`src/hw/rtl/rau_pkg.sv`:
```
// shared types and constants of the rational arithmetic unit
`default_nettype none
package rau_pkg;

  localparam int MAG_WIDTH_DEF = 16;
  localparam int NUM_W         = 33;
  localparam int DEN_W         = 32;
  localparam int OUT_TDATA_W   = 72;

  typedef enum logic [1:0] {
    OP_ADD = 2'd0,
    OP_SUB = 2'd1,
    OP_MUL = 2'd2,
    OP_DIV = 2'd3
  } op_t;

  typedef enum logic [1:0] {
    ST_OK       = 2'd0,
    ST_DEN_ZERO = 2'd1,
    ST_DIV_ZERO = 2'd2
  } status_t;

  typedef enum logic [1:0] {
    MS_A = 2'd0,
    MS_B = 2'd1,
    MS_C = 2'd2
  } mstep_t;

  typedef enum logic [3:0] {
    S_IDLE,
    S_MULA,
    S_MULB,
    S_MULC,
    S_COMB,
    S_GCD,
    S_GSH,
    S_DIVNI,
    S_DIVN,
    S_DIVDI,
    S_DIVD,
    S_FIN
  } state_t;

  typedef struct packed {
    logic   load;
    logic   mul_en;
    mstep_t mul_step;
    logic   combine;
    logic   gcd_step;
    logic   gshift;
    logic   div_init;
    logic   div_sel_den;
    logic   div_step;
    logic   store_num;
    logic   store_den;
    logic   out_load;
  } cmd_t;

  typedef struct packed {
    logic err;
    logic num_zero;
    logic x_zero;
    logic y_nz;
    logic k_zero;
    logic div_done;
  } sts_t;

endpackage
`default_nettype wire

```
`src/hw/rtl/rau_ctrl.sv`:
```
// sequencer of the rational arithmetic unit
`default_nettype none
module rau_ctrl
  import rau_pkg::*;
(
  input  wire  logic clk,
  input  wire  logic rst_n,
  input  wire  logic in_tvalid,
  output logic       in_tready,
  output logic       out_tvalid,
  input  wire  logic out_tready,
  output cmd_t       cmd,
  input  wire  sts_t sts
);

  state_t state_r, state_nxt;
  logic   out_valid_r, out_valid_nxt;

  always_ff @(posedge clk) begin
    if (!rst_n) begin
      state_r     <= S_IDLE;
      out_valid_r <= 1'b0;
    end else begin
      state_r     <= state_nxt;
      out_valid_r <= out_valid_nxt;
    end
  end

  // next state
  always_comb begin
    state_nxt = state_r;
    case (state_r)
      S_IDLE:  if (in_tvalid) state_nxt = S_MULA;
      S_MULA:  state_nxt = sts.err ? S_FIN : S_MULB;
      S_MULB:  state_nxt = S_MULC;
      S_MULC:  state_nxt = S_COMB;
      S_COMB:  state_nxt = S_GCD;
      S_GCD: begin
        if (sts.num_zero) state_nxt = S_FIN;
        else if (sts.x_zero) state_nxt = S_GSH;
      end
      S_GSH:   if (sts.k_zero) state_nxt = S_DIVNI;
      S_DIVNI: state_nxt = S_DIVN;
      S_DIVN:  if (sts.div_done) state_nxt = S_DIVDI;
      S_DIVDI: state_nxt = S_DIVD;
      S_DIVD:  if (sts.div_done) state_nxt = S_FIN;
      S_FIN:   if (!out_valid_r || out_tready) state_nxt = S_IDLE;
      default: state_nxt = S_IDLE;
    endcase
  end

  // commands
  always_comb begin
    cmd           = '0;
    cmd.mul_step  = MS_A;
    in_tready     = (state_r == S_IDLE);
    out_valid_nxt = out_valid_r && !out_tready;
    case (state_r)
      S_IDLE: cmd.load = in_tvalid;
      S_MULA: begin
        cmd.mul_en   = 1'b1;
        cmd.mul_step = MS_A;
      end
      S_MULB: begin
        cmd.mul_en   = 1'b1;
        cmd.mul_step = MS_B;
      end
      S_MULC: begin
        cmd.mul_en   = 1'b1;
        cmd.mul_step = MS_C;
      end
      S_COMB: cmd.combine = 1'b1;
      S_GCD:  cmd.gcd_step = !sts.num_zero && !sts.x_zero;
      S_GSH:  cmd.gshift = !sts.k_zero;
      S_DIVNI: cmd.div_init = 1'b1;
      S_DIVN: begin
        cmd.div_step  = !sts.div_done;
        cmd.store_num = sts.div_done;
      end
      S_DIVDI: begin
        cmd.div_init    = 1'b1;
        cmd.div_sel_den = 1'b1;
      end
      S_DIVD: begin
        cmd.div_step  = !sts.div_done;
        cmd.store_den = sts.div_done;
      end
      S_FIN: begin
        if (!out_valid_r || out_tready) begin
          cmd.out_load  = 1'b1;
          out_valid_nxt = 1'b1;
        end
      end
      default: cmd = '0;
    endcase
  end

  assign out_tvalid = out_valid_r;

  a_accept_starts: assert property (@(posedge clk) disable iff (!rst_n)
    (in_tvalid && in_tready) |=> (state_r == S_MULA))
    else $error("accepted item did not start the multiply sequence");

  a_gcd_y_nonzero: assert property (@(posedge clk) disable iff (!rst_n)
    (state_r == S_GCD) |-> sts.y_nz)
    else $error("gcd operand y reached zero");

  a_result_from_fin: assert property (@(posedge clk) disable iff (!rst_n)
    $rose(out_valid_r) |-> ($past(state_r) == S_FIN))
    else $error("result presented outside the finish state");

endmodule
`default_nettype wire

```
`src/hw/rtl/rau_dp.sv`:
```
// datapath: shared multiplier, combine, binary gcd and restoring divider
`default_nettype none
module rau_dp
  import rau_pkg::*;
#(
  parameter int MAG_WIDTH = MAG_WIDTH_DEF
) (
  input  wire  logic                                       clk,
  input  wire  logic [((4*MAG_WIDTH+4+7)/8)*8-1:0]         in_tdata,
  input  wire  cmd_t                                       cmd,
  output sts_t                                             sts,
  output logic [OUT_TDATA_W-1:0]                           out_tdata
);

  localparam int W   = MAG_WIDTH;
  localparam int PW  = 2*W+1;
  localparam int KW  = $clog2(PW+1);
  localparam int O_AN  = 2;
  localparam int O_ANM = 3;
  localparam int O_ADN = 3+W;
  localparam int O_BN  = 3+2*W;
  localparam int O_BNM = 4+2*W;
  localparam int O_BDN = 4+3*W;
  localparam logic [KW-1:0] DIV_LAST = KW'(PW);

  op_t            op_r;
  logic           an_r, bn_r, neg_r;
  logic [W-1:0]   anum_r, aden_r, bnum_r, bden_r;
  logic [2*W-1:0] sa_r, sb_r;
  logic [PW-1:0]  num_r, den_r, x_r, y_r, q_r, rem_r;
  logic [KW-1:0]  k_r, cnt_r;
  status_t        st_r;
  logic           res_neg_r;
  logic [NUM_W-1:0] res_num_r;
  logic [DEN_W-1:0] res_den_r;
  status_t        res_st_r;

  logic [W-1:0]   ma, mb, i_anum, i_aden, i_bnum, i_bden;
  logic [2*W-1:0] prod;
  logic [1:0]     i_op;
  status_t        i_st;
  logic           bs;
  logic [PW:0]    rem_sh;
  logic [PW-1:0]  rem_sub;
  logic [NUM_W+PW-1:0] num_ext;
  logic [DEN_W+PW-1:0] den_ext;

  assign i_op   = in_tdata[1:0];
  assign i_anum = in_tdata[O_ANM +: W];
  assign i_aden = in_tdata[O_ADN +: W];
  assign i_bnum = in_tdata[O_BNM +: W];
  assign i_bden = in_tdata[O_BDN +: W];

  always_comb begin
    if (i_aden == '0 || i_bden == '0) i_st = ST_DEN_ZERO;
    else if (op_t'(i_op) == OP_DIV && i_bnum == '0) i_st = ST_DIV_ZERO;
    else i_st = ST_OK;
  end

  // operand select for the shared multiplier
  always_comb begin
    ma = anum_r;
    mb = bden_r;
    case (cmd.mul_step)
      MS_A: begin
        ma = anum_r;
        mb = (op_r == OP_MUL) ? bnum_r : bden_r;
      end
      MS_B: begin
        ma = aden_r;
        mb = (op_r == OP_ADD || op_r == OP_SUB) ? bnum_r :
             (op_r == OP_MUL) ? bden_r : bnum_r;
      end
      MS_C: begin
        ma = aden_r;
        mb = bden_r;
      end
      default: begin
        ma = anum_r;
        mb = bden_r;
      end
    endcase
  end

  assign prod    = ma * mb;
  assign bs      = (op_r == OP_SUB) ? ~bn_r : bn_r;
  assign rem_sh  = {rem_r, q_r[PW-1]};
  assign rem_sub = rem_sh[PW-1:0] - y_r;

  always_ff @(posedge clk) begin
    if (cmd.load) begin
      op_r   <= op_t'(i_op);
      an_r   <= in_tdata[O_AN];
      bn_r   <= in_tdata[O_BN];
      anum_r <= i_anum;
      aden_r <= i_aden;
      bnum_r <= i_bnum;
      bden_r <= i_bden;
      st_r   <= i_st;
    end
    if (cmd.mul_en) begin
      case (cmd.mul_step)
        MS_A: sa_r <= prod;
        MS_B: begin
          if (op_r == OP_ADD || op_r == OP_SUB) sb_r <= prod;
          else den_r <= {1'b0, prod};
        end
        MS_C: if (op_r == OP_ADD || op_r == OP_SUB) den_r <= {1'b0, prod};
        default: sa_r <= sa_r;
      endcase
    end
    if (cmd.combine) begin
      if (op_r == OP_MUL || op_r == OP_DIV) begin
        num_r <= {1'b0, sa_r};
        x_r   <= {1'b0, sa_r};
        neg_r <= an_r ^ bn_r;
      end else if (an_r == bs) begin
        num_r <= {1'b0, sa_r} + {1'b0, sb_r};
        x_r   <= {1'b0, sa_r} + {1'b0, sb_r};
        neg_r <= an_r;
      end else if (sa_r >= sb_r) begin
        num_r <= {1'b0, sa_r - sb_r};
        x_r   <= {1'b0, sa_r - sb_r};
        neg_r <= an_r;
      end else begin
        num_r <= {1'b0, sb_r - sa_r};
        x_r   <= {1'b0, sb_r - sa_r};
        neg_r <= bs;
      end
      y_r <= den_r;
      k_r <= '0;
    end
    // binary gcd, one step a cycle
    if (cmd.gcd_step) begin
      if (!x_r[0] && !y_r[0]) begin
        x_r <= x_r >> 1;
        y_r <= y_r >> 1;
        k_r <= k_r + 1'b1;
      end else if (!x_r[0]) begin
        x_r <= x_r >> 1;
      end else if (!y_r[0]) begin
        y_r <= y_r >> 1;
      end else if (x_r >= y_r) begin
        x_r <= x_r - y_r;
      end else begin
        y_r <= y_r - x_r;
      end
    end
    // restore the common power of two
    if (cmd.gshift) begin
      y_r <= y_r << 1;
      k_r <= k_r - 1'b1;
    end
    if (cmd.div_init) begin
      q_r   <= cmd.div_sel_den ? den_r : num_r;
      rem_r <= '0;
      cnt_r <= '0;
    end
    if (cmd.div_step) begin
      if (rem_sh >= {1'b0, y_r}) begin
        rem_r <= rem_sub;
        q_r   <= {q_r[PW-2:0], 1'b1};
      end else begin
        rem_r <= rem_sh[PW-1:0];
        q_r   <= {q_r[PW-2:0], 1'b0};
      end
      cnt_r <= cnt_r + 1'b1;
    end
    if (cmd.store_num) num_r <= q_r;
    if (cmd.store_den) den_r <= q_r;
    if (cmd.out_load) begin
      if (st_r != ST_OK || num_r == '0) begin
        res_neg_r <= 1'b0;
        res_num_r <= '0;
        res_den_r <= {{(DEN_W-1){1'b0}}, 1'b1};
      end else begin
        res_neg_r <= neg_r;
        res_num_r <= num_ext[NUM_W-1:0];
        res_den_r <= den_ext[DEN_W-1:0];
      end
      res_st_r <= st_r;
    end
  end

  assign num_ext = {{NUM_W{1'b0}}, num_r};
  assign den_ext = {{DEN_W{1'b0}}, den_r};

  assign sts.err      = (st_r != ST_OK);
  assign sts.num_zero = (num_r == '0);
  assign sts.x_zero   = (x_r == '0);
  assign sts.y_nz     = (y_r != '0);
  assign sts.k_zero   = (k_r == '0);
  assign sts.div_done = (cnt_r == DIV_LAST);

  assign out_tdata = {{(OUT_TDATA_W-NUM_W-DEN_W-3){1'b0}}, res_st_r, res_den_r,
                      res_num_r, res_neg_r};

endmodule
`default_nettype wire

```
`src/hw/rtl/rational_arithmetic_unit.sv`:
```
// top level of the rational arithmetic unit
// Adds, subtracts, multiplies or divides two signed fractions (sign plus
// magnitude numerator and denominator) and returns the result reduced to
// lowest terms, with a sign and a status code (0 ok, 1 operand denominator
// zero, 2 division by zero). A zero result, and any error result, reads as
// positive 0/1. One item is worked on at a time: the input is ready only
// while the sequencer is idle. An item goes through an accept in the idle
// state, three steps (A, B, C) on the one shared multiplier, a combine step,
// a binary gcd of one step a cycle (a subtract being followed by a shift),
// one shift per common factor of two, then two restoring divisions of
// 2*MAG_WIDTH+1 steps, each with an init state before it and a store of the
// quotient after it, and a finish state; the gcd loop and the divider take
// most of an item's time. Items with a bad operand go from the first
// multiply state straight to finish, a zero result from the gcd state. The
// result sits in an output register so the block can go back to idle while
// the item waits to be taken.
`default_nettype none
module rational_arithmetic_unit
  import rau_pkg::*;
#(
  parameter int MAG_WIDTH = MAG_WIDTH_DEF
) (
  input  wire  logic                                   clk,
  input  wire  logic                                   rst_n,
  input  wire  logic                                   in_tvalid,
  output logic                                         in_tready,
  // opcode, a_neg, a_num, a_den, b_neg, b_num, b_den, zero pad
  input  wire  logic [((4*MAG_WIDTH+4+7)/8)*8-1:0]     in_tdata,
  output logic                                         out_tvalid,
  input  wire  logic                                   out_tready,
  // res_neg, res_num, res_den, status, zero pad
  output logic [OUT_TDATA_W-1:0]                       out_tdata
);

  // command and status between sequencer and datapath
  cmd_t cmd;
  sts_t sts;

  rau_ctrl u_ctrl (
    .clk        (clk),
    .rst_n      (rst_n),
    .in_tvalid  (in_tvalid),
    .in_tready  (in_tready),
    .out_tvalid (out_tvalid),
    .out_tready (out_tready),
    .cmd        (cmd),
    .sts        (sts)
  );

  rau_dp #(
    .MAG_WIDTH (MAG_WIDTH)
  ) u_dp (
    .clk       (clk),
    .in_tdata  (in_tdata),
    .cmd       (cmd),
    .sts       (sts),
    .out_tdata (out_tdata)
  );

endmodule
`default_nettype wire

```
`config.mk`:
```
export PLATFORM = sky130hd
export DESIGN_NAME = rational_arithmetic_unit
export DESIGN_NICKNAME = d
export VERILOG_FILES = /design/src/hw/rtl/rau_pkg.sv /design/src/hw/rtl/rau_ctrl.sv /design/src/hw/rtl/rau_dp.sv /design/src/hw/rtl/rational_arithmetic_unit.sv
export SDC_FILE = /design/constraint.sdc
export NUM_CORES = 2
export LEC_CHECK = 0
export BUFFER_PORTS_ARGS = -buffer_cell sky130_fd_sc_hd__buf_2
export CORE_AREA = 5 5 227 273
export CTS_CLUSTER_SIZE = 30
export DETAILED_ROUTE_END_ITERATION = 12
export DIE_AREA = 0 0 232 278
export PLACE_DENSITY = 0.9
export SETUP_SLACK_MARGIN = 0.02
export SKIP_CTS_REPAIR_TIMING = 1
export SLEW_MARGIN = 15
export SYNTH_ARGS = -nofsm -noshare
export SYNTH_HDL_FRONTEND = slang
export SYNTH_SLANG_ARGS = --single-unit
```
`constraint.sdc`:
```
create_clock -name clk -period 20.5 [get_ports clk]
set_input_delay 3.075 -clock clk [delete_from_list [all_inputs] [get_ports clk]]
set_output_delay 3.075 -clock clk [all_outputs]
set_load 0.005 [all_outputs]
```
==> qor.csv <==
metric,value,unit
CP arrival,10.26,ns
worst endpoint required time,20.86,ns
fraction of layout cells with a size suffix above 1,8.78,%
critical path class,reg -> reg,
largest net degree at the start of global routing,71,
# setup viols final,0,
"EDFF count, synth",341,
Worst setup EP type,flop,
"leading cell type in the layout, fill and taps excluded",nand2_1,
CP max stage cell,o22a_1,
Clock Skew,0.0407,ns
DR iter-0 viols,4504,
worst hold start,u_dp.st_r[0]$_SDFFCE_PP1P_,
chip height,278,um
io pins,150,
CTS max path bufs,3,
worst path bufs/invs,4,
root buffer cell,clkbuf_16,
total die area,64500,um^2
post-route cell area,40700,um^2
drt total wl,135000,um
vias per cell,6.82,
Pre-antenna DRT Iters,6,
Async SR Flop Fraction,0,%
DP Area,39100,um^2
clock sinks,418,
die width,232,um
Top delay family on crit path,adder cells,
WHS,0.482,ns
Max Cap Viol,0,
most frequent cells in the layout,"nand2_1, inv_1, edfxtp_1, nor2_1, ha_1",
Num CTS Buffers,45,
Syn Inst Count,4194,
DR DRC count,0,
#FFs+latches synth,418,
RSZ-0062 raised after global routing,no,
CP Launch Point,u_ctrl.state_r[0]$_SDFFE_PN0P_,
Syn Std Cell Area,37800,um^2
Syn. warnings,0,
HP Class,reg -> reg,
FP Rows,98,
register area share after synthesis,31.2,%
"slowest stage delay, CP",0.79,ns
Syn-to-layout area delta,7.79,%
vias in the first global route,34600,
layout net count,4818,
Final GP Congestion,1.06,
post-DP HPWL,101000,um
Slew Limit Fails,0,
drt wl/cell,26.6,um
core area,59100,um^2
initial antenna violation count,5,
initial core utilization,63.9,%
worst skew pair latency,0.63,ns
Tot GR Track Use,40.7,%
grt ovf,0,
worst-path fanout max,28,
RR Startpoint,u_ctrl.state_r[0]$_SDFFE_PN0P_,
Max Freq,101,MHz
Buffers on Ports,141,
setup TNS,0,ns
H-tree depth,2,
most used flip-flop cell after synthesis,edfxtp_1,
Tcrit/Tclk final,48.3,%
status,"complete, no violations",
first-pass GRT wire length,202000,um
post-synthesis average cell area,9.01,um^2
DR vias,34600,
relative max-transition margin,11.6,%
Slew @ Worst Pin,1.29,ns
"Distinct cells, synth",97,
antenna-violating nets left,0,
cell mode on critical path,fa_1,
CTS tree,done,
Final Hold Fails,0,
Final Critical Period,9.91,ns
clock slew at reported path FFs,0.06,ns
Worst Setup Start Kind,flop,
## routing by layer
metal / routed length (um) / global-route usage [%]
met1: 43100 / 44.6
met2: 64000 / 67.6
met3: 13100 / 8.22
met4: 14900 / 34.5
met5: 12 / 0
## cell usage after synthesis, drive strengths merged, types with 26 or more instances
cell | instances | area (um^2)
mux2 | 48 | 541
o21a | 33 | 248
ha | 306 | 3830
nor2b | 27 | 169
nor4 | 40 | 250
a211oi | 41 | 308
a21o | 98 | 736
edfxtp | 341 | 10200
o22ai | 33 | 206
mux2i | 92 | 921
a22oi | 33 | 248
nor3 | 58 | 295
nand2 | 445 | 1670
and3 | 33 | 206
clkbuf | 138 | 519
fa | 200 | 4000
inv | 442 | 1660
o31ai | 26 | 215
nand3 | 87 | 435
o211ai | 29 | 218
o21bai | 33 | 248
xor2 | 47 | 412
and2 | 88 | 551
nand2b | 40 | 250
a31oi | 40 | 256
buf | 70 | 359
xnor2 | 86 | 753
nor2 | 329 | 1240
a21oi | 299 | 1510
o21ai | 234 | 1170
dfxtp | 77 | 1540
nand4 | 42 | 263
## worst reg2reg max path, delay by kind of cell, from the launching register on
| family | cells | cell delay [ns] |
|---|---|---|
| buffers and inverters | 4 | 0.33 |
| AND/OR/NAND/NOR | 6 | 1.06 |
| XOR/XNOR | 1 | 0.18 |
| AO/OA/AOI/OAI | 8 | 3.38 |
| adder cells (fa/ha/maj) | 8 | 3.68 |
| multiplexers | 1 | 0.29 |
| flip-flops | 1 | 0.71 |
## state kept, by name, summed over array words and instances (netlist names), 2 cells and up
| name | flops |
|---|---|
| u_ctrl.state_r | 4 |
| u_dp.aden_r | 16 |
| u_dp.anum_r | 16 |
| u_dp.bden_r | 16 |
| u_dp.bnum_r | 16 |
| u_dp.cnt_r | 6 |
| u_dp.den_r | 33 |
| u_dp.k_r | 6 |
| u_dp.num_r | 33 |
| u_dp.op_r | 2 |
| u_dp.q_r | 33 |
| u_dp.rem_r | 33 |
| u_dp.res_den_r | 32 |
| u_dp.res_num_r | 33 |
| u_dp.res_st_r | 2 |
| u_dp.sa_r | 32 |
| u_dp.sb_r | 32 |
| u_dp.st_r | 2 |
| u_dp.x_r | 33 |
| u_dp.y_r | 33 |
## logic make-up after synthesis
family | share of synthesized area [%]
mux | 3.87
fa+ha+maj | 20.7
flops | 31.2
simple gates | 15.6
other cells | 0.00993
buf+inv | 6.74
compound gates | 18.8
xor+xnor | 3.08
## area by class of cell
type,instances,area [um^2]
fill,4506,18400
clock buffer,61,1270
antenna,1,2.50
multi-input combinational,3127,23600
inverter,444,1670
sequential,418,11800
clock inverter,23,290
tap,800,1000
timing repair buffer,200,1150
## per-stage QoR
stage	cells	util (%)	setup WS (ns)
6_report	5074	68.9	10.59
5_1_grt	5074	68.9	10.32
4_1_cts	5073	68.9	10.86
3_5_place_dp	4989	66.2	10.93
3_3_place_gp	4989	66.2	11.20
2_1_floorplan	4197	-	12.16
## path summary, 6_finish.rpt
| check | cells past startpoint | slack, ns | endpoint |
|---|---|---|---|
| max | 28 | 10.59 | u_dp.den_r[30]$_DFFE_PP_ |
| min reg2reg | 0 | 0.48 | u_dp.res_st_r[0]$_DFFE_PP_ |
| max reg2reg | 28 | 10.59 | u_dp.den_r[30]$_DFFE_PP_ |
| min | 0 | 0.48 | u_dp.res_st_r[0]$_DFFE_PP_ |
Power is left out: the tool's default activity adds up to more than one toggle a clock period on the data nets, which glitch-free logic cannot reach.
